## config.mk

```make
export PLATFORM = sky130hd
export DESIGN_NAME = stopwatch_run_stop_clear
export DESIGN_NICKNAME = d
export VERILOG_FILES = /design/src/rtl/core/swrsc_pkg.sv /design/src/rtl/core/swrsc_cfg.sv /design/src/rtl/core/swrsc_core.sv /design/src/rtl/core/swrsc_fmt.sv /design/src/rtl/core/stopwatch_run_stop_clear.sv
export SDC_FILE = /design/constraint.sdc
export NUM_CORES = 1
export LEC_CHECK = 0
export BUFFER_PORTS_ARGS = -buffer_cell sky130_fd_sc_hd__buf_2
export CORE_MARGIN = 2
export CORE_UTILIZATION = 41
export CTS_CLUSTER_DIAMETER = 100
export DETAILED_ROUTE_END_ITERATION = 10
export GPL_ROUTABILITY_DRIVEN = 0
export PLACE_DENSITY_LB_ADDON = 0.08
export SKIP_CTS_REPAIR_TIMING = 1
export SYNTH_ARGS = -nofsm -noshare
export SYNTH_HDL_FRONTEND = slang
export SYNTH_SLANG_ARGS = --single-unit
```

## constraint.sdc

```tcl
create_clock -name clk -period 17.5 [get_ports clk]
set_input_delay 3.5 -clock clk [delete_from_list [all_inputs] [get_ports clk]]
set_output_delay 3.5 -clock clk [all_outputs]
set_load 0.05 [all_outputs]
```

## src/rtl/core/swrsc_pkg.sv

```systemverilog
`default_nettype none
// ----------------------------------------------------------------------------
// swrsc_pkg
// shared types, mode codes and small arithmetic helpers of the stopwatch
// ----------------------------------------------------------------------------
package swrsc_pkg;

	localparam logic [1:0] MODE_STOP  = 2'd0;
	localparam logic [1:0] MODE_RUN   = 2'd1;
	localparam logic [1:0] MODE_CLEAR = 2'd2;

	localparam int unsigned BIT_STOPPED = 5;
	localparam int unsigned BIT_RUNNING = 7;

	localparam logic [7:0] CMD_RUN   = 8'h72;
	localparam logic [7:0] CMD_CLEAR = 8'h63;

	localparam logic [6:0] CENTI_LAST  = 7'd99;
	localparam logic [5:0] SECOND_LAST = 6'd59;
	localparam logic [5:0] MINUTE_LAST = 6'd59;
	localparam logic [4:0] HOUR_LAST   = 5'd23;

	localparam logic [9:0] ROT_TIMER_MAX = 10'd1023;
	localparam logic [7:0] PATTERN_INIT  = 8'h01;

	localparam logic [7:0] STEP_RESET   = 8'd10;
	localparam logic [9:0] PERIOD_RESET = 10'd100;

	localparam logic [2:0] ADDR_STEP   = 3'd0;
	localparam logic [2:0] ADDR_PERIOD = 3'd4;

	typedef struct packed {
		logic [7:0] time_step_ms;
		logic [9:0] rotate_period_ms;
	} swrsc_cfg_t;

	typedef struct packed {
		logic [1:0] mode;
		logic [4:0] hours;
		logic [5:0] minutes;
		logic [5:0] seconds;
		logic [6:0] centis;
		logic [7:0] pattern;
		logic [7:0] status;
	} swrsc_state_t;

	typedef struct packed {
		logic [13:0] value;
		logic        dot_fast;
		logic        dot_slow;
	} swrsc_disp_t;

	// quotient by ten of a 7 bit value, exact below 179
	function automatic logic [3:0] div10(input logic [6:0] x);
		logic [16:0] prod;
		prod = {10'd0, x} * 17'd103;
		return prod[13:10];
	endfunction

	function automatic logic [3:0] mod10(input logic [6:0] x);
		logic [3:0] q;
		logic [6:0] q10;
		q   = div10(x);
		q10 = {q, 3'd0} + {2'd0, q, 1'd0};
		return 4'(x - q10);
	endfunction

endpackage
`default_nettype wire

```

## src/rtl/core/swrsc_cfg.sv

```systemverilog
`default_nettype none
// ----------------------------------------------------------------------------
// swrsc_cfg
// apb register file holding the step and rotate periods
// ----------------------------------------------------------------------------
module swrsc_cfg
	import swrsc_pkg::*;
(
	input  wire logic        clk,
	input  wire logic        arst_n,
	input  wire logic        psel,
	input  wire logic        penable,
	input  wire logic        pwrite,
	input  wire logic [2:0]  paddr,
	input  wire logic [31:0] pwdata,
	output logic      [31:0] prdata,
	output logic             pready,
	output swrsc_cfg_t       cfg
);

	logic [7:0] step_q;
	logic [9:0] period_q;
	logic       wr_en;
	logic       sel_period;

	assign pready     = 1'b1;
	assign wr_en      = psel & penable & pwrite;
	assign sel_period = paddr[2];

	always_ff @(posedge clk or negedge arst_n) begin
		if (!arst_n) begin
			step_q   <= STEP_RESET;
			period_q <= PERIOD_RESET;
		end else if (wr_en) begin
			if (sel_period) begin
				period_q <= pwdata[9:0];
			end else begin
				step_q <= pwdata[7:0];
			end
		end
	end

	always_comb begin
		if (sel_period) begin
			prdata = {22'd0, period_q};
		end else begin
			prdata = {24'd0, step_q};
		end
	end

	assign cfg.time_step_ms     = step_q;
	assign cfg.rotate_period_ms = period_q;

endmodule
`default_nettype wire

```

## src/rtl/core/swrsc_core.sv

```systemverilog
`default_nettype none
// ----------------------------------------------------------------------------
// swrsc_core
// mode, time count, dividers and led state, updated once per request
// ----------------------------------------------------------------------------
module swrsc_core
	import swrsc_pkg::*;
(
	input  wire logic         clk,
	input  wire logic         arst_n,
	input  wire logic         accept,
	input  wire swrsc_cfg_t   cfg,
	input  wire logic         ms_tick,
	input  wire logic         run_stop_press,
	input  wire logic         clear_press,
	input  wire logic         rx_valid,
	input  wire logic [7:0]   rx_byte,
	output swrsc_state_t      state_n,
	output logic              state_mode_bad
);

	swrsc_state_t state_q;
	logic [7:0]   div_q;
	logic [9:0]   rot_q;
	logic [7:0]   pend_q;

	logic [7:0]   pend_t;
	logic [7:0]   div_inc;
	logic [7:0]   div_n;
	logic [9:0]   rot_t;
	logic [9:0]   rot_n;
	logic [7:0]   pend_n;
	logic         step;
	swrsc_state_t t;

	assign state_mode_bad = (state_q.mode == 2'd3);

	always_comb begin
		pend_t  = rx_valid ? rx_byte : pend_q;
		div_inc = div_q + 8'd1;
		step    = ms_tick && ((div_inc >= cfg.time_step_ms) || (div_inc == 8'd0));
		div_n   = ms_tick ? (step ? 8'd0 : div_inc) : div_q;
		rot_t   = (ms_tick && (rot_q < ROT_TIMER_MAX)) ? rot_q + 10'd1 : rot_q;

		// time advance
		t = state_q;
		if (step && (state_q.mode == MODE_RUN)) begin
			if (t.centis < CENTI_LAST) begin
				t.centis = t.centis + 7'd1;
			end else begin
				t.centis = '0;
				if (t.seconds < SECOND_LAST) begin
					t.seconds = t.seconds + 6'd1;
				end else begin
					t.seconds = '0;
					if (t.minutes < MINUTE_LAST) begin
						t.minutes = t.minutes + 6'd1;
					end else begin
						t.minutes = '0;
						if (t.hours < HOUR_LAST) begin
							t.hours = t.hours + 5'd1;
						end else begin
							t.hours = '0;
						end
					end
				end
			end
		end

		// mode update
		pend_n = pend_t;
		unique case (state_q.mode)
			MODE_STOP: begin
				priority if (run_stop_press) begin
					t.mode = MODE_RUN;
				end else if (clear_press) begin
					t.mode = MODE_CLEAR;
				end else if (pend_t == CMD_RUN) begin
					pend_n = '0;
					t.mode = MODE_RUN;
				end else if (pend_t == CMD_CLEAR) begin
					pend_n = '0;
					t.mode = MODE_CLEAR;
				end else begin
					t.mode = MODE_STOP;
				end
			end
			MODE_RUN: begin
				priority if (run_stop_press) begin
					t.mode = MODE_STOP;
				end else if (pend_t == CMD_RUN) begin
					pend_n = '0;
					t.mode = MODE_STOP;
				end else begin
					t.mode = MODE_RUN;
				end
			end
			MODE_CLEAR: begin
				t.mode    = MODE_STOP;
				t.hours   = '0;
				t.minutes = '0;
				t.seconds = '0;
				t.centis  = '0;
			end
			default: begin
				t.mode = MODE_STOP;
			end
		endcase

		// leds
		rot_n = rot_t;
		unique case (t.mode)
			MODE_STOP: begin
				t.status[BIT_STOPPED] = 1'b1;
				t.status[BIT_RUNNING] = 1'b0;
			end
			MODE_RUN: begin
				t.status[BIT_STOPPED] = 1'b0;
				t.status[BIT_RUNNING] = 1'b1;
				if (rot_t >= cfg.rotate_period_ms) begin
					rot_n     = '0;
					t.pattern = {t.pattern[6:0], t.pattern[7]};
				end
			end
			MODE_CLEAR: begin
				t.pattern = PATTERN_INIT;
			end
			default: begin
			end
		endcase

		state_n = t;
	end

	always_ff @(posedge clk or negedge arst_n) begin
		if (!arst_n) begin
			state_q.mode    <= MODE_STOP;
			state_q.hours   <= '0;
			state_q.minutes <= '0;
			state_q.seconds <= '0;
			state_q.centis  <= '0;
			state_q.pattern <= PATTERN_INIT;
			state_q.status  <= '0;
			div_q           <= '0;
			rot_q           <= '0;
			pend_q          <= '0;
		end else if (accept) begin
			state_q <= state_n;
			div_q   <= div_n;
			rot_q   <= rot_n;
			pend_q  <= pend_n;
		end
	end

endmodule
`default_nettype wire

```

## src/rtl/core/swrsc_fmt.sv

```systemverilog
`default_nettype none
// ----------------------------------------------------------------------------
// swrsc_fmt
// composes the four digit display number and the blinking points
// ----------------------------------------------------------------------------
module swrsc_fmt
	import swrsc_pkg::*;
(
	input  wire swrsc_state_t state,
	output swrsc_disp_t       disp
);

	logic [3:0]  min_digit;
	logic [3:0]  centi_tens;
	logic [3:0]  tenth_digit;
	logic [3:0]  centi_ones;
	logic [13:0] min_part;
	logic [13:0] sec_part;

	always_comb begin
		min_digit   = mod10({1'b0, state.minutes});
		centi_tens  = div10(state.centis);
		tenth_digit = (centi_tens >= 4'd10) ? centi_tens - 4'd10 : centi_tens;
		centi_ones  = mod10(state.centis);
		min_part    = {10'd0, min_digit} * 14'd1000;
		sec_part    = {5'd0, state.seconds, 3'd0} + {7'd0, state.seconds, 1'd0};
		disp.value    = min_part + sec_part + {10'd0, tenth_digit};
		disp.dot_fast = (centi_ones < 4'd5);
		disp.dot_slow = (state.centis < 7'd50);
	end

endmodule
`default_nettype wire

```

## src/rtl/core/stopwatch_run_stop_clear.sv

```systemverilog
`default_nettype none
// ----------------------------------------------------------------------------
// stopwatch_run_stop_clear
// hh:mm:ss.cc stopwatch with run, stop and clear control
// ----------------------------------------------------------------------------
// Each input request is one polling pass: millisecond tick, run/stop and
// clear presses and an optional received byte ('r' toggles run, 'c' clears).
// Each request gives exactly one result: mode, time, display number, the two
// blinking points and the led patterns after that pass.
// The result is registered at the accepting edge and shows on out_valid in
// the next cycle. One request is taken every cycle unless a result stalls;
// the mode and time registers close their loop combinationally.
// in_ready is low only while a result waits and out_ready is low, so a
// stalled receiver holds the result and the state stays frozen.
// The apb port sets the step period (address 0) and the led rotate period
// (address 4); write it only while the block is idle.
// Reset puts the watch in stop at 00:00:00.00, pattern 0x01, status 0,
// step 10 ms and rotate period 100 ms.
// ----------------------------------------------------------------------------
module stopwatch_run_stop_clear
	import swrsc_pkg::*;
(
	input  wire logic        clk,
	input  wire logic        arst_n,
	input  wire logic        psel,
	input  wire logic        penable,
	input  wire logic        pwrite,
	input  wire logic [2:0]  paddr,
	input  wire logic [31:0] pwdata,
	output logic      [31:0] prdata,
	output logic             pready,
	input  wire logic        in_valid,
	output logic             in_ready,
	input  wire logic        ms_tick,
	input  wire logic        run_stop_press,
	input  wire logic        clear_press,
	input  wire logic        rx_valid,
	input  wire logic [7:0]  rx_byte,
	output logic             out_valid,
	input  wire logic        out_ready,
	output logic      [1:0]  watch_mode,
	output logic      [4:0]  hours,
	output logic      [5:0]  minutes,
	output logic      [5:0]  seconds,
	output logic      [6:0]  centis,
	output logic      [13:0] display_value,
	output logic             dot_fast,
	output logic             dot_slow,
	output logic      [7:0]  led_pattern,
	output logic      [7:0]  status_leds
);

	swrsc_cfg_t   cfg;
	swrsc_state_t state_n;
	swrsc_disp_t  disp_n;
	swrsc_state_t res_state_q;
	swrsc_disp_t  res_disp_q;
	logic         out_valid_q;
	logic         accept;
	logic         mode_bad;

	assign in_ready = !out_valid_q || out_ready;
	assign accept   = in_valid && in_ready;

	swrsc_cfg u_cfg (
		.clk     (clk),
		.arst_n  (arst_n),
		.psel    (psel),
		.penable (penable),
		.pwrite  (pwrite),
		.paddr   (paddr),
		.pwdata  (pwdata),
		.prdata  (prdata),
		.pready  (pready),
		.cfg     (cfg)
	);

	swrsc_core u_core (
		.clk            (clk),
		.arst_n         (arst_n),
		.accept         (accept),
		.cfg            (cfg),
		.ms_tick        (ms_tick),
		.run_stop_press (run_stop_press),
		.clear_press    (clear_press),
		.rx_valid       (rx_valid),
		.rx_byte        (rx_byte),
		.state_n        (state_n),
		.state_mode_bad (mode_bad)
	);

	swrsc_fmt u_fmt (
		.state (state_n),
		.disp  (disp_n)
	);

	always_ff @(posedge clk or negedge arst_n) begin
		if (!arst_n) begin
			out_valid_q <= 1'b0;
		end else if (accept) begin
			out_valid_q <= 1'b1;
		end else if (out_ready) begin
			out_valid_q <= 1'b0;
		end
	end

	always_ff @(posedge clk) begin
		if (accept) begin
			res_state_q <= state_n;
			res_disp_q  <= disp_n;
		end
	end

	assign out_valid     = out_valid_q;
	assign watch_mode    = res_state_q.mode;
	assign hours         = res_state_q.hours;
	assign minutes       = res_state_q.minutes;
	assign seconds       = res_state_q.seconds;
	assign centis        = res_state_q.centis;
	assign display_value = res_disp_q.value;
	assign dot_fast      = res_disp_q.dot_fast;
	assign dot_slow      = res_disp_q.dot_slow;
	assign led_pattern   = res_state_q.pattern;
	assign status_leds   = res_state_q.status;

	a_accept_gives_result: assert property (@(posedge clk) disable iff (!arst_n)
		accept |=> out_valid)
		else $error("accepted request gave no result");

	a_stall_blocks_input: assert property (@(posedge clk) disable iff (!arst_n)
		(out_valid && !out_ready) |-> !in_ready)
		else $error("request taken while result stalled");

	a_mode_code: assert property (@(posedge clk) disable iff (!arst_n)
		!mode_bad)
		else $error("unused mode code in state");

	a_time_range: assert property (@(posedge clk) disable iff (!arst_n)
		out_valid |-> (centis <= CENTI_LAST && seconds <= SECOND_LAST &&
			minutes <= MINUTE_LAST && hours <= HOUR_LAST))
		else $error("time count out of range");

endmodule
`default_nettype wire

```

==> results by group <==
Die
  • Initial core utilization: 41.44%
  • # rows: 57
  • Core area: 24180 sq um
  • Area of the die: 25700 sq um
  • Total I/O pin count: 147
  • Die width: 160.3 um
  • Die H: 160.3 um

Yosys
  • Yosys cell types: 81
  • Post-synthesis adder-cell area fraction: 21.33%
  • Compound-Gate Fraction of Synth Area: 12.34%
  • Post-Synth XOR/XNOR Area: 5.595%
  • Largest family of logic cells by synthesized area: adder cells
  • EDFF count, synth: 52
  • Yosys reg bits: 133
  • Synth warnings: 0
  • Count leader, synth: ha_1
  • Synth Area in Simple Gates: 14.59%
  • Area leader, netlist: dfrtp_1
  • Synth top cells by count: 130 x ha_1, 110 x nand2_1, 95 x inv_1
  • Mapped cell area: 10020 sq um
  • Mean Syn Cell Area: 9.969 sq um
  • Share of the synthesized area in the top cell type: 18.73%
  • Post-synthesis sequential area ratio: 35.89%
  • Top FF cell, synth: dfrtp_1
  • Top cells by area, synth: dfrtp_1 19%, ha_1 16%, edfxtp_1 16%, fa_1 5.0%, nand2_1 4.1%
  • Post-Syn Instances: 1005
  • Async set-or-reset flop fraction in the synthesized netlist: 60.90%
  • Post-synthesis mux area share: 3.235%

Clocking
  • Clock root cell: clkbuf_16
  • Clock tree sinks: 133
  • CTS tree: built
  • Worst-skew pair later-pin latency: 0.43 ns
  • Max Root-Sink Buffers: 2
  • H-tree levels: 4
  • Num CTS Buffers: 17
  • Clk pin slew, worst setup/hold paths: 0.07 ns

Setup path
  • FF-to-FF setup slack: 6.68 ns
  • Critical path's top delay family: adder cells
  • CP arrival: 12.51 ns
  • Nature of the critical path endpoint: flop
  • End point of the critical path: display_value[13]$_DFFE_PP_
  • Worst R2R Start: u_core.div_q[0]$_DFFE_PN0P_
  • Worst-case reg-to-reg path depth: 42
  • R2r endpoint: display_value[13]$_DFFE_PP_
  • Critical-path cell with the highest stage delay: fa_1
  • Largest stage delay on the critical path: 0.56 ns
  • CP Depth: 37
  • Worst Path Max Fanout: 8
  • Critical path buffers and inverters: 4
  • Worst Setup SP: ms_tick
  • Critical Path Source Type: primary input
  • Crit path top cell by count: ha_1
  • Req. time, crit path: 17.68 ns
  • Crit path kind: in -> reg

Min path
  • Worst hold path class: reg -> reg

Routing
  • Post-Route WL: 20.61 mm
  • Via count: 7221
  • Antenna violation net count after detailed routing: 0
  • Routed len/inst: 14.39 um
  • Remaining DRCs: 0
  • Via density: 5.043
  • Initial DRC count: 316
  • Pre-antenna DRT Iters: 6

Cells and area
  • Layout cell share with drive strength beyond 1: 17.33%
  • Fin cells: 1432
  • Multi-input gate area: 5829 sq um
  • FF/Latch Area: 3596 sq um
  • Antenna cells: 0
  • Area growth syn-to-layout: 13.06%
  • Fill cells: 2332
  • Layout Nets: 1304
  • Post-Route Utilization: 46.85%

Place
  • Post-DP HPWL: 15.34 mm
  • Dpl cells: 1400
  • Buffers on Ports: 93

Pwr
  • Pwr/cell area: 91.63 nW/um^2
  • Static Leak: 5.710 nW
  • Max IR drop VDD: 0.00004745 V

Timing
  • Worst Tran Pin Value: 0.9821 ns
  • Final Max Tran Viols: 0
  • RSZ-0062 raised after global routing: false
  • Final setup viols: 0
  • Fmax: 0.08109 GHz
  • Tmin final: 12.33 ns
  • Clock Skew: 0.01369 ns
  • Hold Fails Final Rpt: 0
  • Final period utilization: 70.47%
  • Setup_tns: 0 ns
  • Max_slew headroom: 34.53%

Global route
  • Grt ovf: 0
  • Initial antenna violation count: 0
  • Pin count of the biggest net entering global routing: 74
  • First-pass GRT wire length: 35.49 mm
  • GRT Overall Usage: 17.01%
  • Number of global-route vias before repair: 7005

Outcome
  • Outcome: complete, no violations

Run
  • Max Cap Viol: 0
worst min-delay path, cell delays in order (launching register included):
cell and delay (ns):
dfrtp_1 0.34, nand2_1 0.05, o21ai_0 0.06
how the worst min path moves through the flow:
stage                                       startpoint                            to  slack, ns  depth (start not counted)
after floorplan           u_core.pend_q[2]$_DFFE_PN0P_  u_core.pend_q[2]$_DFFE_PN0P_       0.44                          2
after global placement    u_core.pend_q[2]$_DFFE_PN0P_  u_core.pend_q[2]$_DFFE_PN0P_       0.46                          2
after detailed placement  u_core.pend_q[2]$_DFFE_PN0P_  u_core.pend_q[2]$_DFFE_PN0P_       0.47                          2
after CTS                 u_core.pend_q[2]$_DFFE_PN0P_  u_core.pend_q[2]$_DFFE_PN0P_       0.49                          2
after global routing       u_cfg.step_q[2]$_DFFE_PN0P_   u_cfg.step_q[2]$_DFFE_PN0P_       0.53                          1
final                     u_core.pend_q[2]$_DFFE_PN0P_  u_core.pend_q[2]$_DFFE_PN0P_       0.48                          2
cell usage in the layout (no fill, tap or decap), types with 16 or more instances in the layout:
cell type	netlist	final
a21o_1	16	16
a21oi_1	37	37
buf_2	1	92
clkbuf_16	0	19
conb_1	2	29
dfrtp_1	75	75
edfxtp_1	52	52
fa_1	25	25
ha_1	130	130
inv_1	95	94
mux2_2	27	27
nand2_1	110	110
nand3_1	36	36
nand4_1	22	22
nor2_1	44	44
o21ai_0	61	61
xnor2_1	34	34
xor2_1	23	23
registers in the layout, summed over array words and instances (netlist names):
name	flops
status_leds	2
out_valid	1
u_cfg.step_q	8
hours	5
centis	7
dot_fast	1
led_pattern	8
display_value	14
u_cfg.period_q	10
dot_slow	1
u_core.state_q	36
u_core.div_q	8
u_core.rot_q	10
seconds	6
watch_mode	2
u_core.pend_q	8
minutes	6
through the flow:
stage / power (mW) / setup WS (ns) / hold WS, ns / instance area, sq um
2_1_floorplan: 0.6079 / 5.902 / 0.4428 / 10120
3_3_place_gp: 0.6650 / 4.736 / 0.4636 / 10700
3_5_place_dp: 0.6672 / 4.669 / 0.4713 / 10700
4_1_cts: 1.053 / 5.098 / 0.4866 / 11330
5_1_grt: 1.101 / 4.362 / 0.5251 / 11330
6_report: 1.038 / 5.168 / 0.4801 / 11330
cell families after synthesis:
logic type | after synthesis
XOR/XNOR | 60
multiplexers | 29
AO/OA/AOI/OAI | 186
AND/OR/NAND/NOR | 289
buffers and inverters | 150
other | 2
adder cells (fa/ha/maj) | 156
flip-flops | 133
area by class of cell:
class                      instances  area share [%]
inverter                          95           3.159
timing repair buffer              99           4.529
multi-input combinational        749           51.46
tap                              324           3.579
sequential                       133           31.75
clock inverter                    11           1.171
clock buffer                      21           4.352
routing by layer:
metal	GRT usage [%]	part of all wire [%]
met1	24.89	51
met2	26.15	45
met3	2.738	2.7
met4	4.832	1.3
met5	0	0
where the power goes:
part / leakage (nW) / internal (mW) / switching (mW) / total [mW]
clock network: 0.302 / 0.233 / 0.146 / 0.379
registers: 1.55 / 0.367 / 0.0328 / 0.400
logic: 3.85 / 0.0841 / 0.175 / 0.260
Power figures use the tool's default switching activity.
